===== src/hdl/sdfrbi_pkg.sv =====
// ----------------------------------------------------------------------------
// sdfrbi_pkg
// Shared types and constants for the structure-data record boundary indexer.
// ----------------------------------------------------------------------------
`default_nettype none

package sdfrbi_pkg;

  localparam int OFFSET_BITS_DEF      = 32;
  localparam int BLANK_LINE_LIMIT_DEF = 4;

  localparam int COUNT_BITS = 32;
  localparam int RUN_BITS   = 3;

  localparam logic [RUN_BITS-1:0]   MARKER_LEN = RUN_BITS'(4);
  localparam logic [7:0]            NEWLINE    = 8'h0A;
  localparam logic [7:0]            DOLLAR     = 8'h24;
  localparam logic [7:0]            SPACE      = 8'h20;
  localparam logic [7:0]            TAB        = 8'h09;
  localparam logic [7:0]            CR         = 8'h0D;
  localparam logic [COUNT_BITS-1:0] COUNT_MAX  = '1;

  // Input request: one byte of file text.
  typedef struct packed {
    logic [7:0] data_byte;
    logic       final_byte;
  } in_req_t;

  // Output request: one confirmed record and/or the end of stream.
  typedef struct packed {
    logic                  has_record;
    logic [COUNT_BITS-1:0] record_offset;
    logic [COUNT_BITS-1:0] record_count;
    logic                  is_end;
  } out_rsp_t;

  // Byte class computed by the front end.
  typedef struct packed {
    logic is_space;
    logic is_newline;
    logic is_dollar;
    logic is_last;
  } byte_class_t;

endpackage

`default_nettype wire


===== src/hdl/sdfrbi_front.sv =====
// ----------------------------------------------------------------------------
// sdfrbi_front
// Accepts input bytes, classifies them and tags each with its byte offset.
// ----------------------------------------------------------------------------
`default_nettype none

module sdfrbi_front #(
  parameter int OFFSET_BITS = sdfrbi_pkg::OFFSET_BITS_DEF
) (
  input  wire logic                   clk,
  input  wire logic                   rst_n,
  input  wire logic                   in_valid,
  output logic                        in_stall,
  input  wire sdfrbi_pkg::in_req_t    in_data,
  input  wire logic                   q_full,
  output logic                        q_push,
  output sdfrbi_pkg::byte_class_t     q_class,
  output logic [OFFSET_BITS-1:0]      q_pos
);

  logic [OFFSET_BITS-1:0] pos_r;
  logic [OFFSET_BITS-1:0] pos_nxt;
  logic [7:0]             b;

  assign b        = in_data.data_byte;
  assign in_stall = q_full;
  assign q_push   = in_valid && !q_full;
  assign q_pos    = pos_r;

  always_comb begin
    q_class.is_space   = (b == sdfrbi_pkg::SPACE) ||
                         ((b >= sdfrbi_pkg::TAB) && (b <= sdfrbi_pkg::CR));
    q_class.is_newline = (b == sdfrbi_pkg::NEWLINE);
    q_class.is_dollar  = (b == sdfrbi_pkg::DOLLAR);
    q_class.is_last    = in_data.final_byte;
  end

  // Advance the offset once per accepted byte; wrap at the width.
  assign pos_nxt = q_push ? pos_r + OFFSET_BITS'(1) : pos_r;

  always_ff @(posedge clk) begin
    if (!rst_n) begin
      pos_r <= '0;
    end else begin
      pos_r <= pos_nxt;
    end
  end

endmodule

`default_nettype wire


===== src/hdl/sdfrbi_queue.sv =====
// ----------------------------------------------------------------------------
// sdfrbi_queue
// Two-entry queue of classified bytes between front end and back end.
// ----------------------------------------------------------------------------
`default_nettype none

module sdfrbi_queue #(
  parameter int OFFSET_BITS = sdfrbi_pkg::OFFSET_BITS_DEF
) (
  input  wire logic                      clk,
  input  wire logic                      rst_n,
  input  wire logic                      push,
  input  wire sdfrbi_pkg::byte_class_t   push_class,
  input  wire logic [OFFSET_BITS-1:0]    push_pos,
  output logic                           full,
  input  wire logic                      pop,
  output logic                           q_valid,
  output sdfrbi_pkg::byte_class_t        pop_class,
  output logic [OFFSET_BITS-1:0]         pop_pos
);

  sdfrbi_pkg::byte_class_t class_r [2];
  logic [OFFSET_BITS-1:0]  pos_r   [2];
  logic                    wr_ptr_r, wr_ptr_nxt;
  logic                    rd_ptr_r, rd_ptr_nxt;
  logic [1:0]              cnt_r, cnt_nxt;
  logic                    do_push, do_pop;

  assign full      = (cnt_r == 2'd2);
  assign q_valid   = (cnt_r != 2'd0);
  assign do_push   = push && !full;
  assign do_pop    = pop && q_valid;
  assign pop_class = class_r[rd_ptr_r];
  assign pop_pos   = pos_r[rd_ptr_r];

  always_comb begin
    wr_ptr_nxt = do_push ? !wr_ptr_r : wr_ptr_r;
    rd_ptr_nxt = do_pop  ? !rd_ptr_r : rd_ptr_r;
    cnt_nxt    = cnt_r + {1'b0, do_push} - {1'b0, do_pop};
  end

  always_ff @(posedge clk) begin
    if (!rst_n) begin
      wr_ptr_r <= 1'b0;
      rd_ptr_r <= 1'b0;
      cnt_r    <= 2'd0;
    end else begin
      wr_ptr_r <= wr_ptr_nxt;
      rd_ptr_r <= rd_ptr_nxt;
      cnt_r    <= cnt_nxt;
    end
  end

  always_ff @(posedge clk) begin
    if (do_push) begin
      class_r[wr_ptr_r] <= push_class;
      pos_r[wr_ptr_r]   <= push_pos;
    end
  end

endmodule

`default_nettype wire


===== src/hdl/sdfrbi_back.sv =====
// ----------------------------------------------------------------------------
// sdfrbi_back
// Tracks marker lines and record candidates; registers the result stream.
// ----------------------------------------------------------------------------
`default_nettype none

module sdfrbi_back #(
  parameter int OFFSET_BITS      = sdfrbi_pkg::OFFSET_BITS_DEF,
  parameter int BLANK_LINE_LIMIT = sdfrbi_pkg::BLANK_LINE_LIMIT_DEF
) (
  input  wire logic                     clk,
  input  wire logic                     rst_n,
  input  wire logic                     q_valid,
  input  wire sdfrbi_pkg::byte_class_t  q_class,
  input  wire logic [OFFSET_BITS-1:0]   q_pos,
  output logic                          q_pop,
  output logic                          out_valid,
  input  wire logic                     out_stall,
  output sdfrbi_pkg::out_rsp_t          out_data
);

  localparam int BLANK_W = $clog2(BLANK_LINE_LIMIT + 1);
  localparam logic [BLANK_W:0] LIMIT_V = (BLANK_W + 1)'(BLANK_LINE_LIMIT);

  logic                                    als_r, als_nxt;
  logic [sdfrbi_pkg::RUN_BITS-1:0]         run_r, run_nxt;
  logic [sdfrbi_pkg::RUN_BITS-1:0]         run_inc;
  logic                                    skip_r, skip_nxt;
  logic                                    pend_r, pend_nxt;
  logic [OFFSET_BITS-1:0]                  cand_r, cand_nxt;
  logic [BLANK_W-1:0]                      blank_r, blank_nxt;
  logic [BLANK_W:0]                        blank_inc;
  logic [sdfrbi_pkg::COUNT_BITS-1:0]       recs_r, recs_nxt;
  logic                                    ended_r, ended_nxt;
  logic                                    out_valid_r, out_valid_nxt;
  sdfrbi_pkg::out_rsp_t                    out_data_r, out_data_nxt;

  logic confirmed, ended, work;

  assign q_pop     = q_valid && (!out_valid_r || !out_stall);
  assign work      = q_pop && !ended_r;
  assign out_valid = out_valid_r;
  assign out_data  = out_data_r;
  assign blank_inc = {1'b0, blank_r} + (BLANK_W + 1)'(1);
  assign run_inc   = run_r + sdfrbi_pkg::RUN_BITS'(1);

  always_comb begin
    als_nxt       = als_r;
    run_nxt       = run_r;
    skip_nxt      = skip_r;
    pend_nxt      = pend_r;
    cand_nxt      = cand_r;
    blank_nxt     = blank_r;
    recs_nxt      = recs_r;
    ended_nxt     = ended_r;
    confirmed     = 1'b0;
    ended         = 1'b0;
    out_data_nxt  = out_data_r;
    out_valid_nxt = out_valid_r && out_stall;

    if (work) begin
      // Candidate sees the byte before any new candidate opens.
      if (pend_r) begin
        if (!q_class.is_space) begin
          pend_nxt  = 1'b0;
          confirmed = 1'b1;
          if (recs_r != sdfrbi_pkg::COUNT_MAX) begin
            recs_nxt = recs_r + sdfrbi_pkg::COUNT_BITS'(1);
          end
        end else if (q_class.is_newline) begin
          blank_nxt = blank_inc[BLANK_W-1:0];
          if (blank_inc >= LIMIT_V) begin
            pend_nxt = 1'b0;
            ended    = 1'b1;
          end
        end
      end

      // Marker line detection.
      if (skip_r) begin
        if (q_class.is_newline) begin
          skip_nxt  = 1'b0;
          als_nxt   = 1'b1;
          run_nxt   = '0;
          pend_nxt  = 1'b1;
          cand_nxt  = q_pos + OFFSET_BITS'(1);
          blank_nxt = '0;
        end
      end else if (q_class.is_newline) begin
        als_nxt = 1'b1;
        run_nxt = '0;
      end else if (als_r && q_class.is_dollar) begin
        run_nxt = run_inc;
        if (run_inc >= sdfrbi_pkg::MARKER_LEN) begin
          skip_nxt = 1'b1;
          als_nxt  = 1'b0;
          run_nxt  = '0;
        end
      end else begin
        als_nxt = 1'b0;
        run_nxt = '0;
      end

      if (q_class.is_last) begin
        ended = 1'b1;
      end
      if (ended) begin
        ended_nxt = 1'b1;
        pend_nxt  = 1'b0;
      end

      if (confirmed || ended) begin
        out_valid_nxt              = 1'b1;
        out_data_nxt.has_record    = confirmed;
        out_data_nxt.record_offset = confirmed ? sdfrbi_pkg::COUNT_BITS'(cand_r) : '0;
        out_data_nxt.record_count  = recs_nxt;
        out_data_nxt.is_end        = ended;
      end
    end
  end

  always_ff @(posedge clk) begin
    if (!rst_n) begin
      als_r       <= 1'b1;
      run_r       <= '0;
      skip_r      <= 1'b0;
      pend_r      <= 1'b1;
      cand_r      <= '0;
      blank_r     <= '0;
      recs_r      <= '0;
      ended_r     <= 1'b0;
      out_valid_r <= 1'b0;
    end else begin
      als_r       <= als_nxt;
      run_r       <= run_nxt;
      skip_r      <= skip_nxt;
      pend_r      <= pend_nxt;
      cand_r      <= cand_nxt;
      blank_r     <= blank_nxt;
      recs_r      <= recs_nxt;
      ended_r     <= ended_nxt;
      out_valid_r <= out_valid_nxt;
    end
  end

  always_ff @(posedge clk) begin
    out_data_r <= out_data_nxt;
  end

endmodule

`default_nettype wire


===== src/hdl/sdf_record_boundary_indexer_top.sv =====
// Path: an accepted byte is first registered in the queue, then the back end registers
// its result in the output register. Throughput: one byte per cycle while the queue is
// not full; the back end retires one queued byte per cycle whenever the output register is empty or being taken.
// Reset (rst_n low, synchronous): offset counter cleared, queue emptied, line-start
// and candidate-at-offset-0 set, record count cleared, output register empty.
// ----------------------------------------------------------------------------
// sdf_record_boundary_indexer_top
// Scans structure-data file text a byte at a time and reports record starts.
// ----------------------------------------------------------------------------
`default_nettype none

module sdf_record_boundary_indexer_top #(
  parameter int OFFSET_BITS      = sdfrbi_pkg::OFFSET_BITS_DEF,
  parameter int BLANK_LINE_LIMIT = sdfrbi_pkg::BLANK_LINE_LIMIT_DEF
) (
  input  wire logic                  clk,
  input  wire logic                  rst_n,
  // byte request channel
  input  wire logic                  in_valid,
  output logic                       in_stall,
  input  wire sdfrbi_pkg::in_req_t   in_data,
  // result request channel
  output logic                       out_valid,
  input  wire logic                  out_stall,
  output sdfrbi_pkg::out_rsp_t       out_data
);

  // Front end -> queue
  logic                    q_full;
  logic                    q_push;
  sdfrbi_pkg::byte_class_t push_class;
  logic [OFFSET_BITS-1:0]  push_pos;

  // Queue -> back end
  logic                    q_valid;
  logic                    q_pop;
  sdfrbi_pkg::byte_class_t pop_class;
  logic [OFFSET_BITS-1:0]  pop_pos;

  // Front end: classify each byte (whitespace, newline, dollar, last) and tag
  // it with its wrapping byte offset. Hold the input while the queue is full.
  sdfrbi_front #(
    .OFFSET_BITS (OFFSET_BITS)
  ) u_front (
    .clk      (clk),
    .rst_n    (rst_n),
    .in_valid (in_valid),
    .in_stall (in_stall),
    .in_data  (in_data),
    .q_full   (q_full),
    .q_push   (q_push),
    .q_class  (push_class),
    .q_pos    (push_pos)
  );

  // Two-entry queue decouples byte intake from result back pressure.
  sdfrbi_queue #(
    .OFFSET_BITS (OFFSET_BITS)
  ) u_queue (
    .clk        (clk),
    .rst_n      (rst_n),
    .push       (q_push),
    .push_class (push_class),
    .push_pos   (push_pos),
    .full       (q_full),
    .pop        (q_pop),
    .q_valid    (q_valid),
    .pop_class  (pop_class),
    .pop_pos    (pop_pos)
  );

  // Back end: track marker lines and the pending record candidate, count
  // confirmed records, and drop every byte once the stream has ended.
  sdfrbi_back #(
    .OFFSET_BITS      (OFFSET_BITS),
    .BLANK_LINE_LIMIT (BLANK_LINE_LIMIT)
  ) u_back (
    .clk       (clk),
    .rst_n     (rst_n),
    .q_valid   (q_valid),
    .q_class   (pop_class),
    .q_pos     (pop_pos),
    .q_pop     (q_pop),
    .out_valid (out_valid),
    .out_stall (out_stall),
    .out_data  (out_data)
  );

endmodule

`default_nettype wire


===== config.mk =====
export PLATFORM = sky130hd
export DESIGN_NAME = sdf_record_boundary_indexer_top
export DESIGN_NICKNAME = d
export VERILOG_FILES = /design/src/hdl/sdfrbi_pkg.sv /design/src/hdl/sdfrbi_front.sv /design/src/hdl/sdfrbi_queue.sv /design/src/hdl/sdfrbi_back.sv /design/src/hdl/sdf_record_boundary_indexer_top.sv
export SDC_FILE = /design/constraint.sdc
export NUM_CORES = 1
export LEC_CHECK = 0
export ABC_CLOCK_PERIOD_IN_PS = 4300
export BUFFER_PORTS_ARGS = -buffer_cell sky130_fd_sc_hd__buf_4
export CAP_MARGIN = 0
export CELL_PAD_IN_SITES_DETAIL_PLACEMENT = 1
export CELL_PAD_IN_SITES_GLOBAL_PLACEMENT = 1
export CORE_ASPECT_RATIO = 2
export CORE_MARGIN = 10
export CORE_UTILIZATION = 29
export CTS_BUF_LIST = sky130_fd_sc_hd__clkbuf_8
export DETAILED_ROUTE_END_ITERATION = 16
export PLACE_DENSITY_LB_ADDON = 0.12
export REMOVE_ABC_BUFFERS = 1
export SLEW_MARGIN = 20
export SYNTH_ARGS = -nofsm -noshare
export SYNTH_HDL_FRONTEND = slang
export SYNTH_SLANG_ARGS = --single-unit

===== constraint.sdc =====
create_clock -name clk -period 4.3 [get_ports clk]
set_input_delay 0.86 -clock clk [delete_from_list [all_inputs] [get_ports clk]]
set_output_delay 0.86 -clock clk [all_outputs]
set_load 0.05 [all_outputs]

==> results.json, run 1 <==
{
  "worst-path-max-fanout": 20,
  "ys_top_cells_by_count": "138 x sky130_fd_sc_hd__edfxtp_1, 112 x sky130_fd_sc_hd__dfxtp_1, 83 x sky130_fd_sc_hd__nand3_1",
  "cts_buffers": 40,
  "die_w_um": 160,
  "postSynthAreaPerCell_um2": 10.7,
  "route.final.wire_length_mm": 32.0,
  "crit_arrival_ps": 3570,
  "run_status": "complete, no violations",
  "totalNegativeSetupSlack_ps": 0,
  "cts.root.buffer_cell": "sky130_fd_sc_hd__clkbuf_8",
  "cts_max_level": 2,
  "worst_path_cell_trace": "buf_4, mux2i_1, a221oi_1, nand4_1, o311ai_0, o311ai_0",
  "grt_max_degree": 63,
  "postCtsHoldBufs": 0,
  "cts_tree": "yes",
  "maxSlewHeadroom_pct": 35.8,
  "timing.critical_path.slowest_stage_cell": "sky130_fd_sc_hd__dfxtp_2",
  "post_route_cells_drive_above_1_share_pct": 16.4,
  "synth.distinct_cells": 62,
  "num_rows": 102,
  "critical_path.endpoint_type": "register",
  "crit_path_frequent_cell": "sky130_fd_sc_hd__o311ai_0",
  "layout-area-overhead-vs-synth_pct": 17.9,
  "cts-root-to-sink-buffers": 3,
  "wire_length_of_the_first_global_routing_pass_mm": 51.4,
  "register_area_um2": 6390,
  "route.detailed.drc": 0,
  "globalRouteTotalUtil_pct": 13.3,
  "clock_skew_ps": 16.9,
  "hpwlAfterDp_mm": 23.5,
  "drtPass1Iterations": 4,
  "final_net_count": 1165,
  "place_congestion": 0.789,
  "final_antenna_net_count": 0,
  "timing_max_transition_violations_final": 0,
  "grt_overflow_total": 0,
  "synth-async-reset-ratio_pct": 0,
  "multi_input_area_um2": 4710,
  "report.final.setup_viol": 0,
  "wire_per_inst_um": 18.8,
  "number_of_max_capacitance_violations_reported": 0,
  "start_kind": "register",
  "detail_route.vias_per_cell": 5.03,
  "fmax_mhz": 316,
  "post-synth-top-area-cell": "sky130_fd_sc_hd__edfxtp_1",
  "cpPeakStageDelay_ps": 690,
  "worst_ir_drop_vdd_mv": 0.179,
  "worstSetupPathType": "reg -> reg",
  "floorplan.die_area_um2": 48100,
  "skew_pair_late_insertion_delay_ps": 570,
  "area_share_of_the_largest_cell_type_after_synthesis_pct": 36.4,
  "post_cts_setup_buffer_count": 0,
  "synth_edf_count": 138,
  "synth-main-ff-cell": "sky130_fd_sc_hd__edfxtp_1",
  "initial_antenna_violation_count": 1,
  "post_syn_instances": 1061,
  "synth.cell_area_um2": 11400,
  "worst_ep_required_time_ps": 4700,
  "via_count": 8547,
  "pin_count": 81,
  "drt_first_iter_violations": 256,
  "most_area_consuming_cells_after_synthesis": "sky130_fd_sc_hd__edfxtp_1 36%, sky130_fd_sc_hd__dfxtp_1 20%, sky130_fd_sc_hd__mux2i_1 3.9%",
  "cts.sink_count": 250,
  "yosysSeqAreaShare_pct": 56.1,
  "post-route-period-util_pct": 73.7,
  "synth_warnings": 0,
  "hold_viol_final": 0,
  "synth_seq_cells": 250,
  "worstHoldPathType": "reg -> reg",
  "cellPowerDensity_nw_per_um2": 575,
  "die_height_um": 300,
  "design.core.area_um2": 38800,
  "total_power_mw": 7.73,
  "timing_worst_slew_pin_value_ps": 962,
  "first_global_vias": 9158,
  "rsz_0062_raised_after_global_routing": "no",
  "power.leakage_nw": 4.62,
  "clkSlewWorstSetupHoldPaths_ps": 60,
  "layout.filler_cells": 4407,
  "period_minus_slack_ps": 3170,
  "initial_core_util_pct": 29.4,
  "port_buffers": 80,
  "postCtsResizedCells": 0,
  "most_numerous_cell_in_the_yosys_netlist": "sky130_fd_sc_hd__edfxtp_1"
}
==> sequential cells by signal, summed over array words and instances (netlist names), 2 cells and up, named ones only <==
signal           flops
u_back.out_data     66
u_queue.pos_r       64
u_back.cand_r       32
u_back.recs_r       32
u_front.q_pos       32
u_queue.class_r      8
u_back.blank_r       3
u_back.run_r         3
u_queue.cnt_r        2
==> layout by cell type (no fill, tap or decap), drive strengths merged, types with 11 or more instances in the layout <==
| cell | instances |
|---|---|
| o311ai | 13 |
| dfxtp | 112 |
| o21ai | 22 |
| edfxtp | 138 |
| clkinv | 15 |
| or4 | 22 |
| clkbuf | 42 |
| nand3 | 83 |
| and3 | 45 |
| nand3b | 11 |
| a21oi | 42 |
| mux2i | 44 |
| nand2b | 18 |
| nand4 | 37 |
| buf | 106 |
| o31ai | 19 |
| or3 | 16 |
| nor2 | 70 |
| nor3 | 24 |
| nor4 | 26 |
| nand2 | 79 |
| inv | 25 |
| xor2 | 25 |
| xnor2 | 40 |
==> power by group <==
part / total [mW] / switching, mW / internal [mW]
Sequential: 3.22 / 0.209 / 3.01
Combinational: 2.40 / 1.76 / 0.638
Clock: 2.11 / 1.01 / 1.10
==> through the flow <==
stage	setup WS, ps	utilization [%]	hold slack, ps	instance area (um2)	std cells
after global routing	793	34.6	467	13400	1698
after detailed placement	1060	32.5	445	12600	1623
final	1130	34.6	452	13400	1698
after CTS	1040	34.6	444	13400	1697
after global placement	1280	32.5	437	12600	1623
after floorplan	-1160	-	427	11100	997
==> area by class of cell <==
class | instances | area share [%]
Sequential cell | 250 | 47.5
Multi-Input combinational cell | 730 | 35.0
Timing Repair Buffer | 106 | 6.02
Tap cell | 520 | 4.84
Clock buffer | 42 | 4.30
Clock inverter | 32 | 1.77
Inverter | 17 | 0.475
Antenna cell | 1 | 0.0186
==> worst paths after layout <==
path	from	end	slack (ps)	cells past startpoint
max	register	u_back.cand_r[24]	1130	6
min	u_back.cand_r[3]	u_back.cand_r[3]	450	2
max reg2reg	register	u_back.cand_r[24]	1130	6
min reg2reg	u_back.cand_r[3]	u_back.cand_r[3]	450	2
==> critical path: cells and delay by family (launching register included) <==
kind / cells / cell delay [ps]
flip-flops: 1 / 690
multiplexers: 1 / 270
AND/OR/NAND/NOR: 1 / 600
buffers and inverters: 1 / 270
AO/OA/AOI/OAI: 3 / 1170
==> cell families (layout without fill, tap and decap cells) <==
group,count (synthesis),in the layout,share of synthesized area (%)
other,0,1,0
AO/OA/AOI/OAI,145,145,8.63
adder cells (fa/ha/maj),7,7,0.769
XOR/XNOR,65,65,5.00
multiplexers,54,54,4.85
flip-flops,250,250,56.1
AND/OR/NAND/NOR,459,459,21.8
buffers and inverters,81,197,2.90
==> per-layer routing <==
| layer | GRT usage (%) | vias to the layer above | part of all wire (%) |
|---|---|---|---|
| met5 | 0 | - | 0 |
| met4 | 6.58 | 0 | 4.0 |
| met3 | 2.23 | 61 | 3.1 |
| met2 | 26.6 | 130 | 57 |
| met1 | 12.5 | 4204 | 36 |
| li1 | - | 4152 | - |
Note: power is estimated with default switching activity, not from simulation.
==> run 2: changes to the inputs <==
Settings changed: ABC_CLOCK_PERIOD_IN_PS 4300 to 3000.
Clock period 4.3 ns to 3 ns, I/O delays scaled along.
==> run 2 against run 1 <==
Sequential share of layout area down 0.53 points. Final cell count up 1.4%. Clock power increased by 32%. Critical endpoint is now u_back.recs_r[26]. Highest routed layer unchanged.
==> results.json, run 2 (synthesized netlist as in run 1, its figures left out) <==
{
  "port_buffers": 80,
  "initial_antenna_violation_count": 1,
  "grt_max_degree": 54,
  "num_rows": 102,
  "run_status": "complete, no violations",
  "globalRouteTotalUtil_pct": 13.2,
  "final_critical_path_setup_slack_ps": 199,
  "pin_count": 81,
  "cts.root.buffer_cell": "sky130_fd_sc_hd__clkbuf_8",
  "critical_path.endpoint_type": "register",
  "worstHoldPathType": "in -> reg",
  "via_count": 8549,
  "worst_hold_slack_ps": 235,
  "worst_ir_drop_vdd_mv": 0.309,
  "finalInstanceArea_um2": 13600,
  "wire_per_inst_um": 18.6,
  "drt_first_iter_violations": 241,
  "final-instance-count-excl-fill": 1721,
  "largest_register_ffs": 66,
  "fmax_mhz": 357,
  "detail_route.vias_per_cell": 4.97,
  "maxSlewHeadroom_pct": 49.5,
  "cts-root-to-sink-buffers": 3,
  "first_global_vias": 9129,
  "timing_worst_slew_pin_value_ps": 736,
  "start_kind": "register",
  "layout.cells.most_common_list": "138 x sky130_fd_sc_hd__edfxtp_1, 128 x sky130_fd_sc_hd__buf_4, 111 x sky130_fd_sc_hd__dfxtp_1, 83 x sky130_fd_sc_hd__nand3_1, 79 x sky130_fd_sc_hd__nand2_1",
  "floorplan.die_area_um2": 48100,
  "dpl_worst_slack_ps": 207,
  "post_cts_setup_buffer_count": 0,
  "worst_ep_required_time_ps": 3480,
  "layout-area-overhead-vs-synth_pct": 19.3,
  "design.core.area_um2": 38800,
  "route.detailed.drc": 0,
  "cts_max_level": 2,
  "hold_viol_final": 0,
  "worst_hold_path.endpoint": "u_queue.class_r[1][0]",
  "total_power_mw": 10.9,
  "power.leakage_nw": 4.75,
  "post-route-period-util_pct": 93.4,
  "placedInstanceArea_um2": 12800,
  "hpwlAfterDp_mm": 23.8,
  "postCtsHoldBufs": 0,
  "rr_worst_depth": 6,
  "die_height_um": 300,
  "startpoint_of_the_most_critical_register_to_register_path": "u_back.recs_r[0]",
  "totalNegativeSetupSlack_ps": 0,
  "report.final.setup_viol": 0,
  "clock_skew_ps": 23.1,
  "skew_pair_late_insertion_delay_ps": 560,
  "grt_overflow_total": 0,
  "worstSetupPathType": "reg -> reg",
  "clkSlewWorstSetupHoldPaths_ps": 60,
  "cts.sink_count": 250,
  "cts_tree": "yes",
  "route.final.wire_length_mm": 32.0,
  "worst-path-max-fanout": 13,
  "postCtsResizedCells": 0,
  "place_congestion": 0.816,
  "die_w_um": 160,
  "rsz_0062_raised_after_global_routing": "no",
  "cellPowerDensity_nw_per_um2": 805,
  "number_of_max_capacitance_violations_reported": 0,
  "period_minus_slack_ps": 2800,
  "postLayoutCoreUtil_pct": 35.0,
  "reg2reg_slack_ps": 200,
  "min_delay_path_depth": 1,
  "post_route_cells_drive_above_1_share_pct": 17.8,
  "timing.hold.worst.start": "in_data[0]",
  "initial_core_util_pct": 29.4,
  "final_common_cell": "sky130_fd_sc_hd__edfxtp_1",
  "r2r_end": "u_back.recs_r[26]",
  "drtPass1Iterations": 4,
  "crit_start": "u_back.recs_r[0]",
  "timing_max_transition_violations_final": 0,
  "final_antenna_net_count": 0,
  "numPlacedInstances": 1649,
  "crit_arrival_ps": 3280,
  "cts_buffers": 39,
  "wire_length_of_the_first_global_routing_pass_mm": 50.9,
  "final_net_count": 1190
}
run 2: cell count changes in the layout (fill, tap and decap cells not counted):
| cell | previous run | this run |
|---|---|---|
| sky130_fd_sc_hd__buf_4 | 105 | 128 |
| sky130_fd_sc_hd__clkinvlp_4 | 6 | 2 |
| sky130_fd_sc_hd__buf_12 | 1 | 4 |
| sky130_fd_sc_hd__inv_1 | 23 | 26 |
| sky130_fd_sc_hd__bufinv_16 | 3 | 1 |
| sky130_fd_sc_hd__clkinv_2 | 5 | 7 |
| sky130_fd_sc_hd__clkinv_4 | 2 | 0 |
| sky130_fd_sc_hd__clkbuf_8 | 42 | 43 |
| sky130_fd_sc_hd__clkinv_1 | 8 | 7 |
| sky130_fd_sc_hd__nor4_1 | 22 | 23 |
| sky130_fd_sc_hd__nor4_2 | 3 | 2 |
run 2: area by class of cell:
class | instances | area, um2
Tap cell | 520 | 651
Inverter | 17 | 63.8
Multi-Input combinational cell | 730 | 4700
Antenna cell | 1 | 2.50
Timing Repair Buffer | 132 | 1040
Fill cell | 4403 | 25200
Clock inverter | 28 | 148
Sequential cell | 250 | 6390
Clock buffer | 43 | 592
run 2: worst max-delay path, cell delays in order (launching register included):
cell                      delay (ps)
sky130_fd_sc_hd__dfxtp_1         420
sky130_fd_sc_hd__ha_1            300
sky130_fd_sc_hd__nand4_4         180
sky130_fd_sc_hd__or4_1           660
sky130_fd_sc_hd__or3_4           490
sky130_fd_sc_hd__or4_1           530
sky130_fd_sc_hd__a21oi_1         150
run 2: how the worst max path moves through the flow:
stage	slack, ps	endpoint
2_1_floorplan	-2460	u_back.out_data[0]
3_3_place_gp	280	u_back.recs_r[26]
3_5_place_dp	210	u_back.recs_r[26]
4_1_cts	190	u_back.recs_r[26]
5_1_grt	50	u_back.recs_r[26]
6_report	200	u_back.recs_r[26]
run 2: per-layer routing:
layer	wire, um	GRT usage [%]
met5	0	0
met4	1050	5.36
met3	1010	2.19
met2	18700	27.2
met1	11200	12.2
run 2: power breakdown:
part           leakage (nW)  switching (mW)  internal (mW)  total (mW)
Sequential             2.21           0.270           4.31        4.58
Combinational          2.11            2.57          0.994        3.56
Clock                 0.424            1.38           1.41        2.79
Total                  4.75            4.22           6.71        10.9
